`config.mk`:
```
export PLATFORM = sky130hd
export DESIGN_NAME = percent_escape_decoder
export DESIGN_NICKNAME = d
export VERILOG_FILES = /design/src/hw/rtl/ped_pkg.sv /design/src/hw/rtl/ped_front.sv /design/src/hw/rtl/ped_queue.sv /design/src/hw/rtl/ped_back.sv /design/src/hw/rtl/percent_escape_decoder.sv
export SDC_FILE = /design/constraint.sdc
export NUM_CORES = 1
export LEC_CHECK = 0
export BUFFER_PORTS_ARGS = -buffer_cell sky130_fd_sc_hd__buf_2
export CAP_MARGIN = 20
export CORE_ASPECT_RATIO = 1.25
export CORE_MARGIN = 4
export CORE_UTILIZATION = 40
export CTS_BUF_LIST = sky130_fd_sc_hd__clkbuf_4
export DETAILED_ROUTE_END_ITERATION = 8
export PLACE_DENSITY = 0.65
export SYNTH_ARGS = -nofsm -noshare
export SYNTH_HDL_FRONTEND = slang
export SYNTH_HIERARCHICAL = 1
export SYNTH_SLANG_ARGS = --single-unit
```
`constraint.sdc`:
```
create_clock -name i_clk -period 4.8 [get_ports i_clk]
set_input_delay 0.96 -clock i_clk [delete_from_list [all_inputs] [get_ports i_clk]]
set_output_delay 0.96 -clock i_clk [all_outputs]
set_load 0.02 [all_outputs]
```
`src/hw/rtl/ped_pkg.sv`:
```
// Shared types, constants and helpers for the percent-escape decoder.
// No dependencies; imported by every module of the block.
package ped_pkg;

    localparam logic [7:0] ESC_CHAR      = 8'h25;
    localparam int         QUEUE_DEPTH_D = 4;

    typedef enum logic [2:0] {
        PH_PLAIN = 3'b001,
        PH_PCT   = 3'b010,
        PH_DIG   = 3'b100
    } t_phase;

    // One queue entry: the results of one input beat (none, one or two bytes).
    typedef struct packed {
        logic       two;
        logic [7:0] b0;
        logic       p0;
        logic [7:0] b1;
        logic       last;
    } t_entry;

    typedef struct packed {
        logic full;
        logic empty;
    } t_q_status;

    function automatic logic is_hex(input logic [7:0] c);
        return (c >= "0" && c <= "9") || (c >= "a" && c <= "f") ||
               (c >= "A" && c <= "F");
    endfunction

    function automatic logic [3:0] hex_val(input logic [7:0] c);
        logic [7:0] v;
        v = 8'd0;
        if (c >= "0" && c <= "9") begin
            v = c - 8'h30;
        end else if (c >= "a" && c <= "f") begin
            v = c - 8'h57;
        end else if (c >= "A" && c <= "F") begin
            v = c - 8'h37;
        end
        return v[3:0];
    endfunction

endpackage

```
`src/hw/rtl/ped_front.sv`:
```
// Front end: takes input beats, tracks escape state, builds queue entries.
// Depends on ped_pkg.
module ped_front import ped_pkg::*; (
    input  logic       i_clk,
    input  logic       i_rst_n,
    input  logic       i_accept,
    input  logic [7:0] i_byte,
    input  logic       i_eos,
    output logic       o_push,
    output t_entry     o_entry
);

    t_phase     r_phase, n_phase;
    logic [7:0] r_held, n_held;
    logic       r_term, n_term;

    logic [1:0] cnt;
    logic [7:0] b0, b1;
    logic       do_plain;
    logic [7:0] pair;
    logic       b_hex;

    assign b_hex = is_hex(i_byte);
    assign pair  = {hex_val(r_held), hex_val(i_byte)};

    always_comb begin
        n_phase  = r_phase;
        n_held   = r_held;
        n_term   = r_term;
        cnt      = 2'd0;
        b0       = 8'd0;
        b1       = 8'd0;
        do_plain = 1'b0;
        if (!r_term) begin
            case (r_phase)
                PH_PCT: begin
                    if (b_hex) begin
                        n_held  = i_byte;
                        n_phase = PH_DIG;
                    end else begin
                        n_phase  = PH_PLAIN;
                        do_plain = 1'b1;
                    end
                end
                PH_DIG: begin
                    n_phase = PH_PLAIN;
                    n_held  = 8'd0;
                    if (b_hex) begin
                        if (pair == 8'd0) begin
                            n_term = 1'b1;
                        end else begin
                            b0  = pair;
                            cnt = 2'd1;
                        end
                    end else begin
                        b0       = r_held;
                        cnt      = 2'd1;
                        do_plain = 1'b1;
                    end
                end
                default: begin
                    do_plain = 1'b1;
                end
            endcase
            if (do_plain) begin
                if (i_byte == 8'd0) begin
                    n_term  = 1'b1;
                    n_phase = PH_PLAIN;
                end else if (i_byte == ESC_CHAR) begin
                    n_phase = PH_PCT;
                end else begin
                    n_phase = PH_PLAIN;
                    if (cnt == 2'd0) begin
                        b0 = i_byte;
                    end else begin
                        b1 = i_byte;
                    end
                    cnt = cnt + 2'd1;
                end
            end
        end
        if (i_eos) begin
            // pending single digit is flushed as a plain byte
            if (!n_term && n_phase == PH_DIG) begin
                b0  = n_held;
                cnt = 2'd1;
            end
            n_phase = PH_PLAIN;
            n_held  = 8'd0;
            n_term  = 1'b0;
        end
    end

    assign o_push        = i_accept && (cnt != 2'd0 || i_eos);
    assign o_entry.two   = (cnt == 2'd2);
    assign o_entry.b0    = b0;
    assign o_entry.p0    = (cnt != 2'd0);
    assign o_entry.b1    = b1;
    assign o_entry.last  = i_eos;

    always_ff @(posedge i_clk) begin
        if (!i_rst_n) begin
            r_phase <= PH_PLAIN;
            r_held  <= 8'd0;
            r_term  <= 1'b0;
        end else if (i_accept) begin
            r_phase <= n_phase;
            r_held  <= n_held;
            r_term  <= n_term;
        end
    end

endmodule

```
`src/hw/rtl/ped_queue.sv`:
```
// Small FIFO of decoded entries between front and back.
// Depends on ped_pkg.
module ped_queue import ped_pkg::*; #(
    parameter int DEPTH = QUEUE_DEPTH_D
) (
    input  logic                     i_clk,
    input  logic                     i_rst_n,
    input  logic                     i_push,
    input  t_entry                   i_entry,
    input  logic                     i_pop,
    output t_entry                   o_head,
    output t_q_status                o_status,
    output logic [$clog2(DEPTH+1)-1:0] o_count
);

    localparam int PW = $clog2(DEPTH);
    localparam int CW = $clog2(DEPTH + 1);

    t_entry          r_mem [DEPTH];
    logic [PW-1:0]   r_wptr, r_rptr;
    logic [CW-1:0]   r_count;
    logic            do_push, do_pop;

    assign o_status.full  = (r_count == CW'(DEPTH));
    assign o_status.empty = (r_count == '0);
    assign do_push = i_push && !o_status.full;
    assign do_pop  = i_pop && !o_status.empty;
    assign o_head  = r_mem[r_rptr];
    assign o_count = r_count;

    always_ff @(posedge i_clk) begin
        if (do_push) begin
            r_mem[r_wptr] <= i_entry;
        end
    end

    always_ff @(posedge i_clk) begin
        if (!i_rst_n) begin
            r_wptr  <= '0;
            r_rptr  <= '0;
            r_count <= '0;
        end else begin
            if (do_push) begin
                r_wptr <= (r_wptr == PW'(DEPTH - 1)) ? '0 : r_wptr + 1'b1;
            end
            if (do_pop) begin
                r_rptr <= (r_rptr == PW'(DEPTH - 1)) ? '0 : r_rptr + 1'b1;
            end
            case ({do_push, do_pop})
                2'b10:   r_count <= r_count + 1'b1;
                2'b01:   r_count <= r_count - 1'b1;
                default: r_count <= r_count;
            endcase
        end
    end

endmodule

```
`src/hw/rtl/ped_back.sv`:
```
// Back end: unpacks queue entries into output beats via an output register.
// Depends on ped_pkg.
module ped_back import ped_pkg::*; (
    input  logic      i_clk,
    input  logic      i_rst_n,
    input  t_entry    i_head,
    input  t_q_status i_status,
    output logic      o_pop,
    input  logic      i_ready,
    output logic      o_valid,
    output logic [7:0] o_data,
    output logic      o_user,
    output logic      o_last
);

    logic       r_sel;
    logic       r_valid;
    logic [7:0] r_data;
    logic       r_user;
    logic       r_last;
    logic       load, first_half;

    assign load       = (!r_valid || i_ready) && !i_status.empty;
    assign first_half = i_head.two && !r_sel;
    assign o_pop      = load && !first_half;

    always_ff @(posedge i_clk) begin
        if (!i_rst_n) begin
            r_valid <= 1'b0;
            r_sel   <= 1'b0;
        end else begin
            if (load) begin
                r_valid <= 1'b1;
                r_sel   <= first_half;
            end else if (i_ready) begin
                r_valid <= 1'b0;
            end
        end
    end

    always_ff @(posedge i_clk) begin
        if (load) begin
            if (first_half) begin
                r_data <= i_head.b0;
                r_user <= 1'b1;
                r_last <= 1'b0;
            end else if (r_sel) begin
                r_data <= i_head.b1;
                r_user <= 1'b1;
                r_last <= i_head.last;
            end else begin
                r_data <= i_head.b0;
                r_user <= i_head.p0;
                r_last <= i_head.last;
            end
        end
    end

    assign o_valid = r_valid;
    assign o_data  = r_data;
    assign o_user  = r_user;
    assign o_last  = r_last;

endmodule

```
`src/hw/rtl/percent_escape_decoder.sv`:
```
// Percent-escape decoder top: front classifier, entry queue, output back end.
// Path from input beat to first output beat: entry queue, then output register.
// Throughput: 1 input beat per cycle while the entry queue is not full; a beat giving
// two bytes holds the back end for both, absorbed by the entry queue (QUEUE_DEPTH entries).
// Reset: synchronous active-low i_rst_n clears escape state, queue and output valid.
module percent_escape_decoder import ped_pkg::*; #(
    parameter int QUEUE_DEPTH = QUEUE_DEPTH_D
) (
    input  logic       i_clk,
    input  logic       i_rst_n,
    input  logic       s_axis_tvalid,
    output logic       s_axis_tready,
    input  logic [7:0] s_axis_tdata,   // [7:0] in_byte
    input  logic       s_axis_tlast,   // end_of_string
    output logic       m_axis_tvalid,
    input  logic       m_axis_tready,
    output logic [7:0] m_axis_tdata,   // [7:0] out_byte
    output logic       m_axis_tuser,   // [0] byte_present
    output logic       m_axis_tlast    // last_of_string
);

    t_entry    w_entry, w_head;
    t_q_status w_status;
    logic      w_push, w_pop, w_accept;
    logic [$clog2(QUEUE_DEPTH+1)-1:0] w_count;

    assign s_axis_tready = !w_status.full;
    assign w_accept      = s_axis_tvalid && s_axis_tready;

    ped_front u_front (
        .i_clk    (i_clk),
        .i_rst_n  (i_rst_n),
        .i_accept (w_accept),
        .i_byte   (s_axis_tdata),
        .i_eos    (s_axis_tlast),
        .o_push   (w_push),
        .o_entry  (w_entry)
    );

    ped_queue #(.DEPTH(QUEUE_DEPTH)) u_queue (
        .i_clk    (i_clk),
        .i_rst_n  (i_rst_n),
        .i_push   (w_push),
        .i_entry  (w_entry),
        .i_pop    (w_pop),
        .o_head   (w_head),
        .o_status (w_status),
        .o_count  (w_count)
    );

    ped_back u_back (
        .i_clk    (i_clk),
        .i_rst_n  (i_rst_n),
        .i_head   (w_head),
        .i_status (w_status),
        .o_pop    (w_pop),
        .i_ready  (m_axis_tready),
        .o_valid  (m_axis_tvalid),
        .o_data   (m_axis_tdata),
        .o_user   (m_axis_tuser),
        .o_last   (m_axis_tlast)
    );

`ifndef SYNTH
    a_count_bound: assert property (@(posedge i_clk) disable iff (!i_rst_n)
        w_count <= ($clog2(QUEUE_DEPTH+1))'(QUEUE_DEPTH))
        else $error("queue count beyond depth");

    a_end_pushes: assert property (@(posedge i_clk) disable iff (!i_rst_n)
        (w_accept && s_axis_tlast) |-> w_push)
        else $error("string end without queued result");

    a_bare_is_last: assert property (@(posedge i_clk) disable iff (!i_rst_n)
        (m_axis_tvalid && !m_axis_tuser) |-> m_axis_tlast)
        else $error("bare marker not at end of string");

    a_reset_idle: assert property (@(posedge i_clk)
        !i_rst_n |=> !m_axis_tvalid)
        else $error("output valid right after reset");
`endif

endmodule

```
### After elaboration in Yosys (flattened, before gate mapping)

Memory sizes are Yosys's and may differ from the RTL's. A register that Yosys moved wholly into a read port is not among the register bits.
Cells that the tools add are included.
W data, S select, Z words.

| storage, ports and cells | value |
|---|---|
| register bits | 31 |
| latch bits | 0 |
| memory bits (writable) | 76 |
| ROM bits | 0 |
| output and inout port bits | 12 |
| memories | 1 |

| operators by class | value |
|---|---|
| $add $sub $neg | 11 |
| $mul | 0 |
| div/mod/pow operators | 0 |
| order comparisons | 12 |
| equal/unequal tests | 10 |
| shifts and indexed selects | 0 |
| muxes and demuxes | 63 |
| bitwise gates (word level) | 0 |
| reduce and logical (&&, ||, !) cells | 33 |

Memories:

| name | words | width | read ports | clocked after Yosys merged registers in | wr ports | line | source |
|---|---|---|---|---|---|---|---|
| u_queue.r_mem | 4 | 19 | 1 | 1 | 1 | ped_queue.sv:19 | `t_entry r_mem [DEPTH];` |

Operator list:

| cell | number |
|---|---|
| $mux W8 | 20 |
| $ge A8 B7 Y1 const B | 4 |
| $le A8 B7 Y1 const B | 4 |
| $mux W2 | 13 |
| $mux W4 | 6 |
| $ge A8 B6 Y1 const B | 2 |
| $le A8 B6 Y1 const B | 2 |
| $logic_not A8 Y1 | 2 |
| $mux W1 | 16 |
| $pmux W8 S2 | 1 |
| $sub A4 B3 Y4 const B | 4 |
| $mux W3 | 5 |
| $logic_and A1 B1 Y1 | 14 |
| $pmux W3 S2 | 2 |
| $eq A3 B3 Y1 const B | 3 |
| $eq A2 B2 Y1 const B | 4 |
| $eq A8 B6 Y1 const B | 1 |
| $sub A4 B1 Y4 const B | 2 |
| $add A2 B1 Y2 const B | 3 |
| $logic_not A1 Y1 | 6 |
| $reduce_bool A2 Y1 | 3 |
| $logic_or A1 B1 Y1 | 4 |
| $reduce_or A2 Y1 | 2 |
| $add A3 B1 Y3 const B | 1 |
| other kinds (5) | 5 |

### Logic depth before layout (Yosys ltp)

Gate-level depths: netlist of the first run.

| depth | value |
|---|---|
| depth in word-level cells | 23 |
| depth in mapped cells | 22 |
| depth with buffers taken out | 19 |

### By module

Netlist of the first run, hierarchy kept.

Modules (own cells, without submodules):

| module | instances | cells each | area each (um2) | sequential area each (um2) |
|---|---|---|---|---|
| ped_queue | 1 | 155 | 3,279.4 | 2,462.4 |
| ped_front | 1 | 205 | 1,564.0 | 240.2 |
| ped_back | 1 | 32 | 509.2 | 340.3 |
| percent_escape_decoder | 1 | 2 | 10.0 | 0.0 |

### Least setup slack after synthesis of the first run

OpenSTA, ideal clock, no wires.

| timing path | value |
|---|---|
| path type | input to register |
| start | input port s_axis_tdata[0] |
| end | register u_queue.r_count[2], in the netlist u_queue/o_count[2] |
| arrival time | 4.479 ns |
| data required time | 4.724 ns |
| slack | 0.245 ns |
| stages on the path | 22 |
| buffers on the path | 3 |
| cell sequence | inv_1 ha_1 o21ba_1 o21ai_2 buf_6 o221ai_2 nor4_2 a21o_1 buf_6 inv_1 ha_1 nor3_1 o41ai_1 nor2b_1 buf_2 inv_1 ha_1 inv_1 fa_1 xor2_1 or3_1 a21boi_0 |

| on the way | value |
|---|---|
| word-level cells in the longest chain between the ends | 23 |
| elaborated cells between the ends (all ways) | 57 |

RTL lines:

| element | line | source |
|---|---|---|
| from (decl) | percent_escape_decoder.sv:13 | `input logic [7:0] s_axis_tdata,` |
| $ge A8 B7 Y1 / $le A8 B7 Y1 (equally long branches) | ped_pkg.sv:30, ped_pkg.sv:40 |  |
| $logic_and A1 B1 Y1 | ped_pkg.sv:30, ped_pkg.sv:40 |  |
| $mux W4 | ped_pkg.sv:40 | `end else if (c >= "A" && c <= "F") begin` |
| $mux W4 | ped_pkg.sv:38 | `end else if (c >= "a" && c <= "f") begin` |
| $mux W4 | ped_pkg.sv:36 | `if (c >= "0" && c <= "9") begin` |
| $logic_not A8 Y1 | ped_front.sv:49 | `if (pair == 8'd0) begin` |
| $mux W1 | ped_front.sv:49 |  |
| $mux W1 | ped_front.sv:48 | `if (b_hex) begin` |
| (+8 left out) | - |  |
| $mux W2 (*) | ped_front.sv:82 | `if (i_eos) begin` |
| $reduce_bool A2 Y1 (*) | ped_front.sv:94 | `assign o_push = i_accept && (cnt != 2'd0 \|\| i_eos);` |
| $logic_or A1 B1 Y1 (*) | ped_front.sv:94 |  |
| $logic_and A1 B1 Y1 (*) | ped_front.sv:94 |  |
| via w_push | percent_escape_decoder.sv:24 | `logic w_push, w_pop, w_accept;` |
| $logic_and A1 B1 Y1 (*) | ped_queue.sv:26 | `assign do_push = i_push && !o_status.full;` |
| $eq A2 B1 Y1 / $eq A2 B2 Y1 (equally long branches) | ped_queue.sv:49 | `case ({do_push, do_pop})` |
| $pmux W3 S2 / $reduce_bool A2 Y1 (equally long branches) | - |  |
| to (signal assigned) | ped_queue.sv:50 | `2'b10: r_count <= r_count + 1'b1;` |
| to (signal assigned) | ped_queue.sv:51 | `2'b01: r_count <= r_count - 1'b1;` |
| to (signal assigned) | ped_queue.sv:52 | `default: r_count <= r_count;` |
| to (decl) | ped_queue.sv:21 | `logic [CW-1:0] r_count;` |

The timed path passes the listed nets; every way through them passes the cells marked *. The select of a mux whose other input is x is not followed.
A chain may end at the register's enable or synchronous reset.

### Final worst setup path of the first run

| timing path | value |
|---|---|
| start | input port s_axis_tdata[1] |
| end | register u_queue.r_count[2], in the netlist u_queue/o_count[2] |

The elaborated chain is that of the path after synthesis.

==> metrics, run 1 <==
crit path max fanout 10; placed cell count 586; Int Pwr around 1700 uW; adder-cell share of the synthesized area 3.41%; fin crit share 87.8%; Slew @ Worst Pin 0.802 ns; Distinct cells, synth 67; grt total ovfl 0; die height 137 um; Final ANT Viol Nets 0; largest family of logic cells by synthesized area simple AND/OR/NAND/NOR gates; syn nets 421; Fin. Hold Viols 0; Synth Flop Type edfxtp_1; worst hold slack between 0.4 and 0.5 ns; die width about 110 um; fin nets 454; row cnt 47; die area 15,300 um2; crit start category primary input; # fillers 1,237; initial core utilization between 40% and 50%; initial antenna violation count 1; I/O pins 25; Resized cells post-CTS 0; DP HPWL 7870 um; Iter 0 DRT Violations 151; maxcap violations 0; Residual DRC 0; Total Routed Length 10,900 um; Area growth syn-to-layout 8.31%; largest area contributor in the netlist edfxtp_1; worst ir drop on vdd 0.000180 V; sw frac a little under a third; CP required roughly 5.2 ns; combinational group share of total power 28.4%; Worst Hold Class reg2reg; clock share of power 16.7%; Yosys reg bits approximately 110; leakage power 0.00205 uW; switching power total ~730 uW; syn_area_per_cell 13.6 um2; clock latency on the worst-skew pair 0.45 ns; Routed wire per std cell 18.0 um; first-pass iteration count of the detailed router 4; fmax 237 MHz; Synth Instances 394; cts hold-fix bufs 0; CTS tree built; Async S/R FF share, synth 0%; Reg power frac 54.9%; Setup Crit Path Kind in2reg; # setup viols final 0; Slew HR 46.5%; Core ar. 13,200 um2; Synthesis Warnings 6; share of the synthesized area in the top cell type 48.2%; Post-Syn Area 5360 um2; Sink Count 109; Max Clock Skew 0.0221 ns; top cells by area, synth edfxtp_1 (48%), dfxtp_1 (8.6%), mux4_1 (4.4%); setup TNS 0 ns; Port Buffer Count 24; via count about 3,300; number of synthesized flops with an enable pin 86; Clock Path Buffers 2; largest net degree at the start of global routing 27; Synth Area in Compound Gates 11.8%; Synth Area in Simple Gates around an eighth; RSZ-0062 raised after global routing false; TritonCTS buffer count 9; Synth Area in XOR/XNOR less than 1%; mux contribution to synthesized area a little over a tenth; Final min period 4.22 ns; GP Congestion 0.979; final non-filler cell total between 600 and 700; sequential fraction of the synthesis area approximately 57%; DR vias/cell 5.40; CTS H-Tree Depth 3; run status finished clean; CTS clock-pin slew for the worst setup and hold paths between 0.15 and 0.2 ns; vias in the first global route around 3,300; share of cells above drive strength 1 21.3%; Worst EP arrival 4.61 ns; first-pass GRT wire length 17,600 um; CP Capture Type flip-flop; Pwr per Cell Area 415 nW/um2; post-CTS setup buffer count 0; fin. max-slew vios 0; Overall Global Routing Usage 14.9%; Root Driver clkbuf_4
[through the flow]
stage	utilization (%)	total power (uW)	cell area, um2	setup WS, ns
final	44.1	2410	5810	0.584
after global routing	44.1	2570	5810	0.321
after CTS	44.0	2440	5800	0.616
after detailed placement	43.1	2050	5680	0.114
after global placement	43.1	2030	5680	0.233
after floorplan	-	1860	5360	0.245
[layout by cell type, fill, tap and decap left out, types with 7 or more instances in the layout]
master,instances
nor2b_1,7
mux4_2,10
ha_1,13
buf_4,19
nand3_1,8
o211ai_1,7
clkbuf_4,9
edfxtp_1,86
mux2_2,8
a21oi_1,16
buf_2,24
o21ai_0,14
nand2_1,25
inv_1,23
dfxtp_1,23
nor2_1,14
mux4_1,9
nand2b_1,8
and2_1,19
[critical path, stage by stage]
cell      delay (ns)
buf_2           0.10
inv_1           0.10
ha_1            0.18
o21ba_1         0.15
o21ai_2         0.07
buf_4           0.17
o22a_1          0.23
nor4_2          0.29
a21o_1          0.20
inv_1           0.05
ha_1            0.28
nor3_1          0.25
o41ai_1         0.10
nor2b_1         0.18
inv_1           0.07
ha_1            0.18
inv_1           0.06
fa_1            0.38
xor2_1          0.16
or3_1           0.29
a21boi_0        0.16
[area by class of cell]
type / instances / area, um2 / area share (%)
clock buffer: 9 / 67.6 / 1.16
multi-input combinational: 241 / 2080 / 35.9
sequential: 109 / 3040 / 52.4
timing repair buffer: 43 / 263 / 4.52
clock inverter: 7 / 47.5 / 0.819
antenna: 1 / 2.50 / 0.0431
tap: 171 / 214 / 3.68
inverter: 23 / 86.3 / 1.49
[path summary, 6_finish.rpt]
path	startpoint	end	slack, ns	cells past startpoint
worst min-delay path	u_front/r_held[7]	u_front/r_held[7]	0.50	2
worst min register to register	u_front/r_held[7]	u_front/r_held[7]	0.50	2
worst max-delay path	s_axis_tdata[1]	u_queue/o_count[2]	0.58	21
worst max register to register	u_front/r_held[1]	u_queue/o_count[2]	0.62	18
[Yosys cell counts, types with 2 or more instances]
master     instances
nor4_1             5
buf_4              3
ha_1              13
nand4bb_1          2
and2_1            19
o2bb2ai_1          3
o211ai_1           7
o22a_1             2
mux4_2            10
nand3_1            8
nand2b_1           8
a22oi_1            5
nor2b_1            7
mux2_2             8
a31oi_1            3
buf_2              4
nor3_1             6
o31ai_1            3
or3_1              3
buf_6              5
o21ai_0           14
mux2i_1            3
mux4_1             9
a21oi_1           16
nor3_2             2
nand2_1           25
clkbuf_1           8
inv_1             23
xnor2_1            2
a211oi_1           4
o22ai_1            6
a311oi_1           2
nor2_1            14
dfxtp_1           23
o311ai_4           2
edfxtp_1          86
[per-layer routing]
| layer | vias to the layer above | track usage, % | wire (um) |
|---|---|---|---|
| met3 | 25 | 3.12 | 479 |
| li1 | 1588 | - | - |
| met1 | 1571 | 17.7 | 4490 |
| met2 | 79 | 25.4 | 5510 |
| met5 | - | 0 | 0 |
| met4 | 0 | 8.05 | 397 |
[kinds of logic after synthesis]
| group | Yosys count |
|---|---|
| and+or+nand+nor | 111 |
| xor gates and xnor gates | 3 |
| AOI/OAI and AO/OA | 83 |
| adders and majority gates | 14 |
| DFF | 109 |
| buffers and inverters | 44 |
| muxes | 30 |
[sequential cells by signal, summed over array words and instances (netlist names), 2 cells and up, named ones only]
register,flops
u_queue/r_mem,76
u_queue/o_count,3
u_queue/r_wptr,2
u_queue/r_rptr,2
u_front/r_held,8
u_back/o_data,8
u_front/r_phase,3
[power groups by stage]
stage               clock, uW  sequential [uW]  combinational (uW)
CTS                       416             1330                 697
finish                    401             1320                 685
floorplan                   0             1380                 476
global placement            0             1340                 688
global route              468             1350                 757
detailed placement          0             1350                 695
Power figures use the tool's default switching activity.
==> run 2: changes to the inputs <==
- ABC_AREA: default -> 1
==> run 2 against run 1 <==
Against the previous run: maximum frequency fell by 0.75%; utilization rose by 0.16 points; via count rose by 27%; routed wire length rose by 14%; sequential share of layout area fell by 1.1 points; global-route usage rose by 1.2 points; combinational power rose by 32%; clock skew rose by 0.017 ns; largest cell class unchanged; clock-buffer cell count did not move; sequential power barely moved.
==> metrics, run 2 <==
run status finished clean; Async S/R FF share, synth 0% (unchanged); register-to-register setup slack 0.89 ns (+0.27 ns); Synth Instances 593 (+51%); fin crit share 88.5% (+0.66 points); Max Clock Skew 0.0395 ns (+0.0174 ns); Resized cells post-CTS 0 (unchanged); Synth Flop Type edfxtp_1; Post-Syn Area 5540 um2 (+3.2%); largest net degree at the start of global routing 40 (+48%); switching power total 992 uW (+35%); combinational group share of total power 33.3% (+4.9 points); post-CTS setup buffer count 0 (unchanged); Fin. Hold Viols 0 (unchanged); via count 4,140 (+27%); Int Pwr 1720 uW (+2.6%); CTS H-Tree Depth 3 (unchanged); share of cells above drive strength 1 15.8% (-5.5 points); DR vias/cell 5.23 (-3.1%); most common cell after layout, fill and taps aside nand2_1; Routed wire per std cell 15.7 um (-13%); most frequent cells in the layout nand2_1 (110), edfxtp_1 (86), nor2_1 (83); row cnt 47 (unchanged); Synthesis Warnings 6 (unchanged); first-pass iteration count of the detailed router 5 (+1); Area growth syn-to-layout 7.19%; grt total ovfl 0 (unchanged); fmax 235 MHz (-0.75%); Port Buffer Count 24 (unchanged); die height 140 um (+1.5%); I/O pins 25 (unchanged); Distinct cells, synth 46 (-31%); setup TNS 0 ns (unchanged); sw frac 36.6% (+6.1 points); Overall Global Routing Usage 16.1% (+1.2 points); syn_area_per_cell 9.33 um2 (-31%); initial antenna violation count 0 (-1); number of synthesized flops with an enable pin 86 (unchanged); syn nets 620 (+47%); GP Congestion 0.904 (-7.6%); crit path max fanout 17 (+7); die area 15,800 um2 (+3.0%); Residual DRC 0 (unchanged); vias in the first global route 4,120 (+25%); Setup Crit Path Kind in2reg; final instance area 5930 um2 (+2.2%); hold wc startpoint u_front/r_phase[2]; maxcap violations 0 (unchanged); clock share of power 18.7% (+2.0 points); clock latency on the worst-skew pair 0.46 ns (about the same); leakage power 0.00235 uW (+15%); worst flop-to-flop path endpoint u_queue/o_count[2]; Hold Crit Endpoint u_front/r_phase[2]; sequential fraction of the synthesis area 55.0% (-1.8 points); Total Routed Length 12,400 um (+14%); Worst Hold Class reg2reg; Iter 0 DRT Violations 219 (+45%); Clock Path Buffers 2 (unchanged); flip-flop count of the largest register after layout 76 (unchanged); Root Driver clkbuf_4; die width 113 um (+1.5%); share of the synthesized area in the top cell type 46.7% (-1.5 points); Sink Count 109 (unchanged); most common cell in the synthesized netlist nand2_1; initial core utilization 41.3% (+0.57 points); fin. max-slew vios 0 (unchanged); CTS clock-pin slew for the worst setup and hold paths 0.16 ns (about the same); diodes inserted 0 (-1); CP required 5.18 ns (about the same); R2R cell count 25 (+7); Reg power frac 48.0% (-6.9 points); synth cell count leaders nand2_1 (110), edfxtp_1 (86), nor2_1 (83); fin nets 642 (+41%); Worst EP arrival 4.63 ns (+0.02 ns); Post-Route Utilization 44.3% (+0.16 points); Slew @ Worst Pin 0.783 ns (-0.0190 ns); Final min period 4.25 ns (+0.0318 ns); final non-filler cell total 791 (+31%); Pwr per Cell Area 457 nW/um2 (+10%); largest area contributor in the netlist edfxtp_1; Core ar. 13,400 um2 (+1.8%); worst reg2reg startpoint u_front/r_held[0]; Top reg by flops u_queue/r_mem; cts hold-fix bufs 0 (unchanged); TritonCTS buffer count 9 (unchanged); RSZ-0062 raised after global routing false; Final ANT Viol Nets 0 (unchanged); Slew HR 47.3% (+0.86 points); first-pass GRT wire length 20,200 um (+15%); # setup viols final 0 (unchanged); CP Capture Type flip-flop; Hold Crit Depth 2 (unchanged); Yosys reg bits 109 (unchanged); Placed Area 5770 um2 (+1.5%); crit start category primary input; worst ir drop on vdd 0.000185 V (+3.0%); placed cell count 775 (+32%); DP HPWL 8880 um (+13%); CTS tree built; top cells by area, synth edfxtp_1 (47%), dfxtp_1 (8.3%), nand2_1 (7.5%)
-- run 2: cell count changes after synthesis, moves of 9 or more --
cell,change
mux4_1,-9
mux4_2,-10
nor2_1,+69
nor2_2,+11
o21ai_1,+12
a21oi_1,+9
inv_1,+29
nand3_1,+16
and2_1,-19
o22ai_1,+14
o21ai_0,+32
nand2_1,+85
-- run 2: final cells by class --
cell class / count / area [um2]
well taps: 171 / 214
clock buffers: 9 / 67.6
inverters: 62 / 238
multi-input cells: 402 / 2100
clock inverters: 7 / 96.3
repair buffers: 31 / 173
fillers: 1299 / 7470
flip-flops and latches: 109 / 3040
-- run 2: per-stage QoR --
step	power [uW]	worst slack (ns)	hold slack [ns]
3_3_place_gp	2210	0.325	0.456
4_1_cts	2740	0.600	0.481
3_5_place_dp	2240	0.108	0.460
2_1_floorplan	2030	0.605	0.445
6_report	2710	0.553	0.481
5_1_grt	2900	0.213	0.512
-- run 2: how the worst max path moves through the flow --
stage | startpoint | to | slack (ns) | depth (start not counted)
finish | s_axis_tdata[1] | u_queue/o_count[2] | 0.55 | 27
global route | s_axis_tdata[1] | u_queue/o_count[2] | 0.21 | 28
CTS | s_axis_tdata[1] | u_queue/o_count[2] | 0.60 | 27
detailed placement | s_axis_tdata[1] | u_queue/o_count[2] | 0.11 | 27
global placement | s_axis_tdata[1] | u_queue/o_count[2] | 0.32 | 29
floorplan | s_axis_tdata[1] | u_queue/r_mem[0][0] | 0.60 | 20
-- run 2: power groups by stage --
stage	clock network [uW]	logic [uW]	registers (uW)
after CTS	520	913	1300
after global placement	0	888	1320
after detailed placement	0	912	1330
after floorplan	0	674	1350
final	507	902	1300
after global routing	562	1020	1320
-- run 2: critical path: stages --
cell	delay, ns
buf_2	0.13
inv_1	0.20
ha_1	0.27
nand2_1	0.12
nand3_2	0.11
nand2_4	0.09
nand2_4	0.20
nand2_2	0.07
nor2_2	0.13
nand3_2	0.10
nor2_4	0.13
nand2_4	0.08
nand2_8	0.10
inv_1	0.05
ha_1	0.26
nand2_1	0.08
nand4_1	0.19
nor2_1	0.15
nor2_1	0.06
nand2_2	0.17
ha_1	0.19
inv_1	0.07
fa_1	0.38
nand2_1	0.10
nand4_1	0.10
nand2_1	0.08
nor2_1	0.04
-- run 2: metal layers --
layer	global-route usage [%]	vias up	wire length, um
li1	-	2060	-
met4	5.76	0	325
met2	28.3	89	6410
met5	0	-	0
met1	19.5	1970	5210
met3	3.17	21	476
-- run 2: cell families after synthesis --
group           count (synthesis)  share of synthesized area (%)
simple gates                  267                           22.2
compound gates                121                           12.5
flops                         109                           55.0
buf+inv                        82                           7.05
fa+ha+maj                      14                           3.30
